`config.mk`:
```
export PLATFORM = sky130hd
export DESIGN_NAME = fifo_buffer_frame_manager_unit
export DESIGN_NICKNAME = d
export VERILOG_FILES = /design/src/rtl/core/fbfm_pkg.sv /design/src/rtl/core/fbfm_scan_track.sv /design/src/rtl/core/fifo_buffer_frame_manager_unit.sv
export SDC_FILE = /design/constraint.sdc
export NUM_CORES = 1
export LEC_CHECK = 0
export BUFFER_PORTS_ARGS = -buffer_cell sky130_fd_sc_hd__buf_2
export CORE_MARGIN = 8
export CORE_UTILIZATION = 45
export CTS_BUF_LIST = sky130_fd_sc_hd__clkbuf_4 sky130_fd_sc_hd__clkbuf_8 sky130_fd_sc_hd__clkbuf_16
export DETAILED_ROUTE_END_ITERATION = 7
export PLACE_DENSITY = 0.66
export SLEW_MARGIN = 40
export SYNTH_ARGS = -nofsm -noshare
export SYNTH_HDL_FRONTEND = slang
export SYNTH_SLANG_ARGS = --single-unit
```
`constraint.sdc`:
```
create_clock -name i_clk -period 17.2 [get_ports i_clk]
set_clock_uncertainty 0.2 [all_clocks]
set_input_delay 5.16 -clock i_clk [delete_from_list [all_inputs] [get_ports i_clk]]
set_output_delay 5.16 -clock i_clk [all_outputs]
set_load 0.02 [all_outputs]
```
`src/rtl/core/fbfm_pkg.sv`:
```
// ----------------------------------------------------------------------------
// fbfm_pkg
// Shared types and constants of the buffer pool frame manager: frame table
// entry layout, request modes, result status codes and scan results.
// ----------------------------------------------------------------------------
package fbfm_pkg;

    localparam int MAX_FRAMES = 16;
    localparam int PIN_BITS   = 16;
    localparam int PAGE_W     = 24;
    localparam int STAMP_W    = 32;
    localparam int MODE_W     = 2;
    localparam int STATUS_W   = 2;
    localparam int FIDX_W     = 4;
    localparam int CFG_W      = 5;
    localparam int IDX_W      = $clog2(MAX_FRAMES);
    localparam int CNT_W      = $clog2(MAX_FRAMES + 1);
    localparam int IN_DATA_W  = 32;
    localparam int OUT_DATA_W = 40;
    localparam logic [CFG_W-1:0]    CFG_RESET = CFG_W'(16);
    localparam logic [PIN_BITS-1:0] PIN_MAX   = {PIN_BITS{1'b1}};

    typedef enum logic [MODE_W-1:0] {
        MODE_PIN   = 2'd0,
        MODE_UNPIN = 2'd1,
        MODE_DIRTY = 2'd2,
        MODE_CLEAN = 2'd3
    } t_mode;

    typedef enum logic [STATUS_W-1:0] {
        ST_OK         = 2'd0,
        ST_NOT_BUF    = 2'd1,
        ST_ALL_PINNED = 2'd2
    } t_status;

    typedef struct packed {
        logic [PAGE_W-1:0]   page;
        logic [PIN_BITS-1:0] pin;
        logic                dirty;
        logic [STAMP_W-1:0]  stamp;
    } t_entry;

    typedef struct packed {
        logic              found;
        logic [IDX_W-1:0]  found_idx;
        t_entry            found_entry;
        logic              free_ok;
        logic [IDX_W-1:0]  free_idx;
        logic              vic_ok;
        logic [IDX_W-1:0]  vic_idx;
        logic              vic_dirty;
        logic [PAGE_W-1:0] vic_page;
    } t_scan_res;

    function automatic logic [CNT_W-1:0] active_count(input logic [CFG_W-1:0] cfg);
        logic [CFG_W+CNT_W-1:0] c;
        c = {{CNT_W{1'b0}}, cfg};
        if (c > (CFG_W + CNT_W)'(MAX_FRAMES)) begin
            return CNT_W'(MAX_FRAMES);
        end
        return c[CNT_W-1:0];
    endfunction

    function automatic logic [FIDX_W-1:0] to_fidx(input logic [IDX_W-1:0] idx);
        logic [IDX_W+FIDX_W-1:0] w;
        w = {{FIDX_W{1'b0}}, idx};
        return w[FIDX_W-1:0];
    endfunction

endpackage

```
`src/rtl/core/fbfm_scan_track.sv`:
```
// ----------------------------------------------------------------------------
// fbfm_scan_track
// Follows the frame table entries as they come out of the memory during a
// scan and keeps the first matching frame, the lowest free frame and the
// oldest unpinned frame.
// ----------------------------------------------------------------------------
module fbfm_scan_track
    import fbfm_pkg::*;
(
    input  logic               i_clk,
    input  logic               i_rst_n,
    input  logic               i_start,
    input  logic               i_chk,
    input  logic [IDX_W-1:0]   i_idx,
    input  logic               i_vbit,
    input  t_entry             i_entry,
    input  logic [PAGE_W-1:0]  i_page,
    input  logic [STAMP_W-1:0] i_counter,
    output t_scan_res          o_res
);

    logic               r_found;
    logic               r_free_ok;
    logic               r_vic_ok;
    logic [IDX_W-1:0]   r_found_idx;
    t_entry             r_found_entry;
    logic [IDX_W-1:0]   r_free_idx;
    logic [IDX_W-1:0]   r_vic_idx;
    logic               r_vic_dirty;
    logic [PAGE_W-1:0]  r_vic_page;
    logic [STAMP_W-1:0] r_best_age;

    logic [STAMP_W-1:0] age;
    logic               take_found;
    logic               take_free;
    logic               take_vic;

    assign age        = i_counter - i_entry.stamp;
    assign take_found = i_chk && i_vbit && (i_entry.page == i_page) && !r_found;
    assign take_free  = i_chk && !i_vbit && !r_free_ok;
    assign take_vic   = i_chk && i_vbit && (i_entry.pin == '0)
                        && (!r_vic_ok || (age > r_best_age));

    always_ff @(posedge i_clk) begin
        if (!i_rst_n || i_start) begin
            r_found   <= 1'b0;
            r_free_ok <= 1'b0;
            r_vic_ok  <= 1'b0;
        end else begin
            if (take_found) begin
                r_found <= 1'b1;
            end
            if (take_free) begin
                r_free_ok <= 1'b1;
            end
            if (take_vic) begin
                r_vic_ok <= 1'b1;
            end
        end
    end

    always_ff @(posedge i_clk) begin
        if (take_found) begin
            r_found_idx   <= i_idx;
            r_found_entry <= i_entry;
        end
        if (take_free) begin
            r_free_idx <= i_idx;
        end
        if (take_vic) begin
            r_vic_idx   <= i_idx;
            r_vic_dirty <= i_entry.dirty;
            r_vic_page  <= i_entry.page;
            r_best_age  <= age;
        end
    end

    always_comb begin
        o_res.found       = r_found;
        o_res.found_idx   = r_found_idx;
        o_res.found_entry = r_found_entry;
        o_res.free_ok     = r_free_ok;
        o_res.free_idx    = r_free_idx;
        o_res.vic_ok      = r_vic_ok;
        o_res.vic_idx     = r_vic_idx;
        o_res.vic_dirty   = r_vic_dirty;
        o_res.vic_page    = r_vic_page;
    end

endmodule

```
`src/rtl/core/fifo_buffer_frame_manager_unit.sv`:
```
// ----------------------------------------------------------------------------
// fifo_buffer_frame_manager_unit
// Frame table of a page buffer pool with first-in-first-out replacement and
// saturating pin counts.
// ----------------------------------------------------------------------------
// Requests enter on the s_axis channel (mode and page number in tdata), one
// result per request leaves on the m_axis channel. The active frame count is
// written through i_cfg_wr_en / i_cfg_wr_data; the user must write it only
// while the block is idle, as the block itself does not enforce this. Each
// request reads the frame table memory one entry per cycle over the active
// frames through the single read port of the table, then updates one entry
// and registers the result. A new request is accepted only once the previous
// one is finished: as soon as its result has moved into the output register,
// even while it still waits there. When the receiver stalls, the result is
// held, and a finished second request waits until the output register
// frees up.
// Reset clears all frame valid bits, the load counter and the output valid,
// and sets the active frame count to 16; the table memory is not cleared.
// ----------------------------------------------------------------------------
module fifo_buffer_frame_manager_unit
    import fbfm_pkg::*;
(
    input  logic                  i_clk,
    input  logic                  i_rst_n,
    input  logic                  s_axis_tvalid,
    output logic                  s_axis_tready,
    // mode[1:0], page_number[25:2], zero[31:26]
    input  logic [IN_DATA_W-1:0]  s_axis_tdata,
    output logic                  m_axis_tvalid,
    input  logic                  m_axis_tready,
    // status[1:0], frame_index[5:2], hit[6], fetch_needed[7],
    // writeback_needed[8], evicted_page[32:9], zero[39:33]
    output logic [OUT_DATA_W-1:0] m_axis_tdata,
    input  logic                  i_cfg_wr_en,
    input  logic [CFG_W-1:0]      i_cfg_wr_data
);

    typedef enum logic [3:0] {
        S_IDLE = 4'b0001,
        S_SCAN = 4'b0010,
        S_DONE = 4'b0100,
        S_PUSH = 4'b1000
    } t_state;

    t_state                r_state, n_state;
    logic [CFG_W-1:0]      r_cfg;
    t_mode                 r_mode;
    logic [PAGE_W-1:0]     r_page;
    logic [CNT_W-1:0]      r_rd_idx, n_rd_idx;
    logic                  r_rd_pend, n_rd_pend;
    logic [IDX_W-1:0]      r_chk_idx;
    logic [MAX_FRAMES-1:0] r_valid;
    logic [STAMP_W-1:0]    r_load_cnt;
    t_entry                mem [MAX_FRAMES];
    t_entry                r_mem_q;

    t_status               r_res_status, n_res_status;
    logic [FIDX_W-1:0]     r_res_fidx, n_res_fidx;
    logic                  r_res_hit, n_res_hit;
    logic                  r_res_fetch, n_res_fetch;
    logic                  r_res_wb, n_res_wb;
    logic [PAGE_W-1:0]     r_res_ev, n_res_ev;

    logic                  r_out_valid;
    logic [OUT_DATA_W-1:0] r_out_data;

    logic [CNT_W-1:0]      active_n;
    logic                  accept;
    logic                  issue;
    logic [IDX_W-1:0]      rd_addr;
    logic                  start;
    logic                  chk;
    t_scan_res             scan;
    logic                  wr_en;
    logic [IDX_W-1:0]      wr_addr;
    t_entry                wr_data;
    logic                  load;
    logic                  out_load;

    assign active_n      = active_count(r_cfg);
    assign s_axis_tready = (r_state == S_IDLE);
    assign accept        = s_axis_tvalid && s_axis_tready;
    assign start         = accept;
    assign issue         = (r_state == S_SCAN) && (r_rd_idx < active_n);
    assign rd_addr       = r_rd_idx[IDX_W-1:0];
    assign chk           = (r_state == S_SCAN) && r_rd_pend;
    assign out_load      = (r_state == S_PUSH) && (!r_out_valid || m_axis_tready);
    assign m_axis_tvalid = r_out_valid;
    assign m_axis_tdata  = r_out_data;

    fbfm_scan_track u_track (
        .i_clk     (i_clk),
        .i_rst_n   (i_rst_n),
        .i_start   (start),
        .i_chk     (chk),
        .i_idx     (r_chk_idx),
        .i_vbit    (r_valid[r_chk_idx]),
        .i_entry   (r_mem_q),
        .i_page    (r_page),
        .i_counter (r_load_cnt),
        .o_res     (scan)
    );

    // sequencer
    always_comb begin
        n_state   = r_state;
        n_rd_idx  = r_rd_idx;
        n_rd_pend = 1'b0;
        unique case (r_state)
            S_IDLE: begin
                n_rd_idx = '0;
                if (accept) begin
                    n_state = S_SCAN;
                end
            end
            S_SCAN: begin
                n_rd_pend = issue;
                if (issue) begin
                    n_rd_idx = r_rd_idx + CNT_W'(1);
                end else begin
                    n_state = S_DONE;
                end
            end
            S_DONE: begin
                n_state = S_PUSH;
            end
            S_PUSH: begin
                if (out_load) begin
                    n_state = S_IDLE;
                end
            end
            default: begin
                n_state = S_IDLE;
            end
        endcase
    end

    // decision and entry update
    always_comb begin
        n_res_status = ST_OK;
        n_res_fidx   = '0;
        n_res_hit    = 1'b0;
        n_res_fetch  = 1'b0;
        n_res_wb     = 1'b0;
        n_res_ev     = '0;
        wr_en        = 1'b0;
        wr_addr      = scan.found_idx;
        wr_data      = scan.found_entry;
        load         = 1'b0;
        if (r_state == S_DONE) begin
            if (r_mode != MODE_PIN) begin
                if (!scan.found) begin
                    n_res_status = ST_NOT_BUF;
                end else begin
                    n_res_fidx = to_fidx(scan.found_idx);
                    wr_en      = 1'b1;
                    unique case (r_mode)
                        MODE_UNPIN: begin
                            if (scan.found_entry.pin != '0) begin
                                wr_data.pin = scan.found_entry.pin - PIN_BITS'(1);
                            end
                        end
                        MODE_DIRTY: wr_data.dirty = 1'b1;
                        MODE_CLEAN: wr_data.dirty = 1'b0;
                        default:    wr_data = scan.found_entry;
                    endcase
                end
            end else if (scan.found) begin
                n_res_fidx = to_fidx(scan.found_idx);
                n_res_hit  = 1'b1;
                wr_en      = 1'b1;
                if (scan.found_entry.pin != PIN_MAX) begin
                    wr_data.pin = scan.found_entry.pin + PIN_BITS'(1);
                end
            end else if (scan.free_ok || scan.vic_ok) begin
                load          = 1'b1;
                wr_en         = 1'b1;
                wr_addr       = scan.free_ok ? scan.free_idx : scan.vic_idx;
                wr_data.page  = r_page;
                wr_data.pin   = PIN_BITS'(1);
                wr_data.dirty = 1'b0;
                wr_data.stamp = r_load_cnt;
                n_res_fidx    = to_fidx(wr_addr);
                n_res_fetch   = 1'b1;
                if (!scan.free_ok && scan.vic_dirty) begin
                    n_res_wb = 1'b1;
                    n_res_ev = scan.vic_page;
                end
            end else begin
                n_res_status = ST_ALL_PINNED;
            end
        end
    end

    // control registers
    always_ff @(posedge i_clk) begin
        if (!i_rst_n) begin
            r_state     <= S_IDLE;
            r_cfg       <= CFG_RESET;
            r_rd_idx    <= '0;
            r_rd_pend   <= 1'b0;
            r_valid     <= '0;
            r_load_cnt  <= '0;
            r_out_valid <= 1'b0;
        end else begin
            r_state   <= n_state;
            r_rd_idx  <= n_rd_idx;
            r_rd_pend <= n_rd_pend;
            if (i_cfg_wr_en) begin
                r_cfg <= i_cfg_wr_data;
            end
            if (load) begin
                r_valid[wr_addr] <= 1'b1;
                r_load_cnt       <= r_load_cnt + STAMP_W'(1);
            end
            if (out_load) begin
                r_out_valid <= 1'b1;
            end else if (m_axis_tready) begin
                r_out_valid <= 1'b0;
            end
        end
    end

    // payload registers
    always_ff @(posedge i_clk) begin
        if (accept) begin
            r_mode <= t_mode'(s_axis_tdata[MODE_W-1:0]);
            r_page <= s_axis_tdata[MODE_W+PAGE_W-1:MODE_W];
        end
        if (issue) begin
            r_chk_idx <= rd_addr;
        end
        if (r_state == S_DONE) begin
            r_res_status <= n_res_status;
            r_res_fidx   <= n_res_fidx;
            r_res_hit    <= n_res_hit;
            r_res_fetch  <= n_res_fetch;
            r_res_wb     <= n_res_wb;
            r_res_ev     <= n_res_ev;
        end
        if (out_load) begin
            r_out_data <= {(OUT_DATA_W - STATUS_W - FIDX_W - 3 - PAGE_W)'(0),
                           r_res_ev, r_res_wb, r_res_fetch, r_res_hit,
                           r_res_fidx, r_res_status};
        end
    end

    // frame table memory
    always_ff @(posedge i_clk) begin
        if (wr_en) begin
            mem[wr_addr] <= wr_data;
        end
        r_mem_q <= mem[rd_addr];
    end

`ifndef SYNTHESIS
    a_valid_only_set: assert property (@(posedge i_clk) disable iff (!i_rst_n)
        (($past(r_valid) & ~r_valid) == '0))
        else $error("frame valid bit cleared");

    a_cnt_on_load: assert property (@(posedge i_clk) disable iff (!i_rst_n)
        (r_load_cnt != $past(r_load_cnt)) |-> $past(r_state == S_DONE))
        else $error("load counter moved outside entry update");

    a_wb_has_fetch: assert property (@(posedge i_clk) disable iff (!i_rst_n)
        (m_axis_tvalid && m_axis_tdata[8]) |-> m_axis_tdata[7])
        else $error("writeback without fetch");
`endif

endmodule

```
==> results of run 1 <==
how the worst min path moves through the flow:
stage               cells past startpoint                         end
finish                                  0  m_axis_tdata[20]$_DFFE_PP_
floorplan                               0   m_axis_tdata[0]$_DFFE_PP_
global placement                        0  m_axis_tdata[28]$_DFFE_PP_
CTS                                     0  m_axis_tdata[15]$_DFFE_PP_
detailed placement                      0  m_axis_tdata[20]$_DFFE_PP_
global route                            0  m_axis_tdata[15]$_DFFE_PP_
state kept, by name, indices dropped and copies added (netlist names), 5 cells and up:
name                flops
r_rd_idx                5
u_track.o_res          73
m_axis_tdata           33
r_mem_q                73
r_res_ev               24
u_track.r_best_age     32
r_valid                16
r_cfg                   5
mem                  1168
r_page                 24
u_track.r_vic_page     24
r_load_cnt             32
metal layers:
metal	up-vias	share of wire, %
met2	1019	49
met5	-	0.0092
met1	15566	42
li1	12846	-
met3	180	6.8
met4	2	2.0
per-stage QoR:
step / total power [µW] / hold WS, ns
floorplan: 4220 / 0.200
global placement: 4250 / 0.202
CTS: 7570 / 0.214
global route: 7710 / 0.222
detailed placement: 4250 / 0.205
finish: 7500 / 0.214
worst max-delay path, stage by stage (launching register included):
cell	delay [ns]
dfxtp_1	0.43
or4b_2	0.67
inv_1	0.16
buf_2	0.19
placed cells by master (no fill, tap or decap), types with 26 or more instances in the layout:
master        n
a21oi_1      79
and2_1       30
buf_2        70
buf_4        52
clkbuf_16   152
clkbuf_4     37
dfxtp_1     136
edfxtp_1   1406
ha_1         71
inv_1        85
mux4_2      370
nand2_1     252
nand3_1      36
nor2_1      116
o21ai_0      53
xnor2_1      26
xor2_1       57
cells by family after synthesis:
kind of cell | Yosys count | share of synthesized area [%]
AO/OA/AOI/OAI | 233 | 2.39
XOR/XNOR | 83 | 1.21
adder cells (fa/ha/maj) | 72 | 1.51
buffers and inverters | 227 | 1.52
flip-flops | 1546 | 74.8
multiplexers | 386 | 14.1
other | 1 | 0.00623
AND/OR/NAND/NOR | 580 | 4.47
power breakdown:
part	internal (µW)	switching [µW]
clock network	1960	1360
registers	4060	17.0
logic	42.9	55.3
final cells by class:
| type | count | area share, % |
|---|---|---|
| inverters | 86 | 0.473 |
| clock inverters | 69 | 1.13 |
| repair buffers | 146 | 1.62 |
| flip-flops and latches | 1546 | 66.0 |
| clock buffers | 204 | 6.28 |
| multi-input cells | 1361 | 21.2 |
| well taps | 1768 | 3.24 |
==> results.cfg, run 1 <==
[outcome]
status = complete, no violations

[yosys]
syn-cell-area_mm2 = 0.0602
yosysWarningCount = 0
synth_ff_type = edfxtp_1
synthArstFlopShare_pct = 0
ys_types = 68
netlist_instances = 3128
syn_area_per_cell_um2 = 19.2
synth_top_area_share_pct = 70.1
synth_most_common_cell = edfxtp_1
yosys-top-cells-count = edfxtp_1, mux4_2, nand2_1
synth_seq_cells = 1546
synth_top_cells_by_area = edfxtp_1, mux4_2, dfxtp_1
synth_edf_count = 1406
synth-seq-area-share_pct = 74.8
synth_top_area_cell = edfxtp_1

[layout]
final-instance-count-excl-fill = 5180
multi_input_area_mm2 = 0.0145
final_nets = 3404
antenna_cells = 0
seq_area_mm2 = 0.0450
fin_util_pct = 51.3
syn_to_final_growth_pct = 13.3
finish.instance_area_mm2 = 0.0682
fillerInstances = 10498
layout-drive-gt1-share_pct = 24.2

[critical_path]
worstPathRequired_ns = 11.84
cp_data_arrival_time_ns = 2.20
crit_path_start = r_state[0]$_SDFFE_PN1P_
worst_r2r_endpoint = u_track.r_vic_page[4]$_DFFE_PP_
endpoint = s_axis_tready
cp_max_fo = 6
reg2reg_slack_ns = 11.51
crit_path_end_kind = output pin
crit_path_start_kind = flip-flop
crit_type = reg -> out
rr_worst_depth = 16
r2r-start = r_mem_q[7]$_DFF_P_

[global_routing]
antenna_found_initial = 2
grt_util_all_layers_pct = 17.7
busiest_layer = met2
grt-ovfl-total = 0
grt_use_met3_pct = 3.31
first_global_vias = 29893
grt_util_met2_pct = 29.1
met1_usage_pct = 24.5
grt_max_degree = 84
grt_pass1_wl_mm = 195

[floorplanning]
rows = 134
core_area_mm2 = 0.133
die_y_um = 382
ios = 84
start_util_pct = 45.2
fp.dieW_um = 382
die_area_mm2 = 0.146

[detailed_routing]
via_per_inst = 5.72
first_pass_iters = 5
vias = 29613
drt_iter0_markers = 2961
remaining_drc_errors = 0
wl_mm = 131
ant_nets = 0
wl_per_cell_um = 25.2

[placed_design]
port_buffers = 70
gp_congestion = 0.863
place_area_mm2 = 0.0631
hpwl_mm = 72.2
place_ws_ns = 10.29
dp_cells = 4904

[clocking]
cts-htree-levels = 4
cts_resized = 0
cts_tree = done
postCtsSetupRepairBufs = 0
clk_pin_slew_ns = 0.06
clk_latency_ns = 0.76
holdBufCountCts = 0
clock_path_buffers = 3
cts_buffers = 149
root_buffer = clkbuf_16
cts.sinks = 1546

[timing]
fin_ws_ns = 9.64
worstMarginPinSlew_ns = 0.860
setup_violations = 0
fin_setup_tns_ns = 0
maxSlewViolCount = 0
period_share_pct = 44.0
timing.final.crit_period_ns = 7.56
fmax_mhz = 132
rsz0062_at_grt = no
finalHoldViolations = 0
relSlewSlack_pct = 42.7

[job]
drv_cap = 0

[hold_path]
hold_path_class = reg -> reg
hp-start = r_res_ev[11]$_SDFFCE_PP0N_

[pwr]
peakVddDrop_mv = 0.102
p_per_area_mw_per_mm2 = 110
p_leak_uw = 0.0219
No activity file was read; power rests on OpenSTA's default activity.
==> run 2: changes to the inputs <==
--- a/config.mk
+++ b/config.mk
@@ -5,12 +5,13 @@
 export SDC_FILE = /design/constraint.sdc
 export NUM_CORES = 1
 export LEC_CHECK = 0
+export ABC_AREA = 1
 export BUFFER_PORTS_ARGS = -buffer_cell sky130_fd_sc_hd__buf_2
 export CORE_MARGIN = 8
 export CORE_UTILIZATION = 45
 export CTS_BUF_LIST = sky130_fd_sc_hd__clkbuf_4 sky130_fd_sc_hd__clkbuf_8 sky130_fd_sc_hd__clkbuf_16
 export DETAILED_ROUTE_END_ITERATION = 7
-export PLACE_DENSITY = 0.66
+export PLACE_DENSITY = 0.68
 export SLEW_MARGIN = 40
 export SYNTH_ARGS = -nofsm -noshare
 export SYNTH_HDL_FRONTEND = slang
==> constraint.sdc (replaced) <==
create_clock -name i_clk -period 6.5 [get_ports i_clk]
set_clock_uncertainty 0.2 [all_clocks]
set_input_delay 1.95 -clock i_clk [delete_from_list [all_inputs] [get_ports i_clk]]
set_output_delay 1.95 -clock i_clk [all_outputs]
set_load 0.02 [all_outputs]
==> run 2 against run 1 <==
  * Clock-buffer cell count grew 6
  * Synthesized cell count is 62% higher
  * Routed wire length up 23%
  * Via count increased by 37%
  * Sequential power grew to 2.7 times the previous value
  * Total power grew to 2.8 times the previous value
  * Critical endpoint is now u_track.r_vic_page[16]$_DFFE_PP_
==> results.cfg, run 2 <==
[layout]
antenna_cells = 0
finish.instance_area_mm2 = 0.0713
final_cell_mix = edfxtp_1, nor2_1, nand2_1, o21ai_0, inv_1
layout_commonest_cell = edfxtp_1
largest_register_ffs = 1168
layout-drive-gt1-share_pct = 9.89
syn_to_final_growth_pct = 13.3
multi_input_area_mm2 = 0.0159
final_nets = 5253
fillerInstances = 11761
regMostFlops = mem
fin_util_pct = 51.2
seq_area_mm2 = 0.0450

[detailed_routing]
via_per_inst = 5.67
wl_per_cell_um = 22.5
wl_mm = 161
remaining_drc_errors = 0
drt_iter0_markers = 4379
first_pass_iters = 6
ant_nets = 0
vias = 40507

[clocking]
cts.sinks = 1546
clk_latency_ns = 0.79
root_buffer = clkbuf_16
clk_pin_slew_ns = 0.06
cts-htree-levels = 4
postCtsSetupRepairBufs = 0
holdBufCountCts = 0
cts_resized = 0
cts_buffers = 155
cts_tree = done
clock_path_buffers = 3

[critical_path]
cp_data_arrival_time_ns = 5.46
cpMaxStageDelayCell = nor3b_1
r2r-start = r_load_cnt[0]$_SDFFE_PN0P_
crit_type = reg -> reg
worst-path-buf-inv = 3
cp_max_fo = 56
worstPathRequired_ns = 6.71
cp_slowest_stage_delay_ns = 0.51
worstPathCellList = inv_1 > ha_1 > fa_1 > o21ai_0 > nand2_1 > nand2_1 > nand3_1 > nand2_1 > nand2_1 > nand2_1 > nand2_1 > nand2_1 > inv_1 > ha_1 > nand2_1 > nor2_1 > nand4_1 > nor3b_1 > nand2_1 > nand2_1 > nand2_1 > a21oi_4 > buf_12
cp_top_family = simple AND/OR/NAND/NOR gates
crit_path_end_kind = flip-flop
crit_path_start_kind = flip-flop
crit_top_cell = nand2_1
worst_r2r_endpoint = u_track.r_vic_page[16]$_DFFE_PP_
rr_worst_depth = 23
reg2reg_slack_ns = 1.25

[timing]
period_share_pct = 80.8
relSlewSlack_pct = 31.9
setup_violations = 0
worstMarginPinSlew_ns = 1.02
fin_setup_tns_ns = 0
maxSlewViolCount = 0
timing.final.crit_period_ns = 5.25
rsz0062_at_grt = no
fin_ws_ns = 1.25
fmax_mhz = 190
finalHoldViolations = 0

[placed_design]
port_buffers = 70
place_ws_ns = 1.30
gp_congestion = 0.934
place_area_mm2 = 0.0660
hpwl_mm = 87.0

[outcome]
status = complete, no violations

[yosys]
syn-cell-area_mm2 = 0.0629
synth_top_cells_by_area = edfxtp_1, nor2_1, dfxtp_1
synth_most_common_cell = edfxtp_1
synth_edf_count = 1406
synth_seq_cells = 1546
synth_top_area_cell = edfxtp_1
synth-seq-area-share_pct = 71.6
synth_ff_type = edfxtp_1
syn_area_per_cell_um2 = 12.4
netlist_instances = 5061
synthArstFlopShare_pct = 0
synth_top_area_share_pct = 67.1
ys_types = 48
yosys-top-cells-count = edfxtp_1, nor2_1, nand2_1
yosysWarningCount = 0

[job]
drv_cap = 0

[floorplanning]
rows = 137
die_y_um = 390
start_util_pct = 45.2
ios = 84
fp.dieW_um = 390
die_area_mm2 = 0.152
core_area_mm2 = 0.139

[hold_path]
min_to = m_axis_tdata[15]$_DFFE_PP_
hp-start = r_res_ev[6]$_SDFFCE_PP0N_
min_path_cells = 0
hold_path_class = reg -> reg

[pwr]
peakVddDrop_mv = 0.282
p_leak_uw = 0.0241
power.total_uw = 20800
p_per_area_mw_per_mm2 = 291

[global_routing]
first_global_vias = 39117
grt_pass1_wl_mm = 241
grt_max_degree = 191
grt-ovfl-total = 0
grt_util_all_layers_pct = 20.6
antenna_found_initial = 5
[run 2: cell types whose count changed after synthesis, sizes merged, moves of 31 or more]
cell and change:
a21oi +48, nand2 +383, inv +199, mux4 -370, nor2 +719, o32ai +167
mux2i +111, o221ai +120, nor3 +39, clkbuf +113, and2 -31, nand3 +191
o21ai +349
[run 2: logic make-up after synthesis]
| family | Yosys count | share of synthesized area [%] |
|---|---|---|
| simple gates | 1838 | 11.9 |
| flops | 1546 | 71.6 |
| compound gates | 881 | 9.01 |
| buf+inv | 559 | 3.51 |
| mux | 121 | 1.93 |
| fa+ha+maj | 72 | 1.44 |
| xor+xnor | 43 | 0.599 |
| other cells | 1 | 0.00596 |
[run 2: layer usage]
| layer | routed length, µm | GRT usage, % | up-vias | part of all wire [%] |
|---|---|---|---|---|
| met5 | 12 | 0 | - | 0.0075 |
| met4 | 4030 | 6.24 | 2 | 2.5 |
| met3 | 11900 | 2.83 | 282 | 7.4 |
| li1 | - | - | 18517 | - |
| met2 | 75200 | 33.5 | 1620 | 47 |
| met1 | 69400 | 28.9 | 20086 | 43 |
[run 2: worst max-delay path by stage]
| stage | end | cells after the start | start |
|---|---|---|---|
| after detailed placement | u_track.r_vic_page[16]$_DFFE_PP_ | 23 | r_load_cnt[0]$_SDFFE_PN0P_ |
| after global routing | u_track.r_vic_page[3]$_DFFE_PP_ | 23 | r_load_cnt[0]$_SDFFE_PN0P_ |
| after global placement | u_track.r_vic_page[1]$_DFFE_PP_ | 23 | r_load_cnt[0]$_SDFFE_PN0P_ |
| after floorplan | mem[2][0]$_DFFE_PP_ | 9 | u_track.r_free_ok$_SDFFE_PP0P_ |
| after CTS | u_track.r_vic_page[0]$_DFFE_PP_ | 23 | r_load_cnt[0]$_SDFFE_PN0P_ |
| final | u_track.r_vic_page[16]$_DFFE_PP_ | 23 | r_load_cnt[0]$_SDFFE_PN0P_ |
[run 2: layout make-up]
class,instances,share of cell area [%]
multi-input combinational,2962,22.3
timing repair buffer,189,2.37
inverter,285,1.54
tap,1876,3.29
sequential,1546,63.2
clock inverter,75,1.23
clock buffer,210,6.13
[run 2: where the power goes]
group,internal [µW],switching [µW],total (µW)
clock,5260,3820,9080
sequential,10800,82.2,10900
combinational,276,538,814
[run 2: through the flow]
step           instances  hold WS [ns]
6_report            7143         0.214
5_1_grt             7143         0.226
4_1_cts             7142         0.210
3_5_place_dp        6857         0.205
3_3_place_gp        6852         0.205
2_1_floorplan       5067         0.200
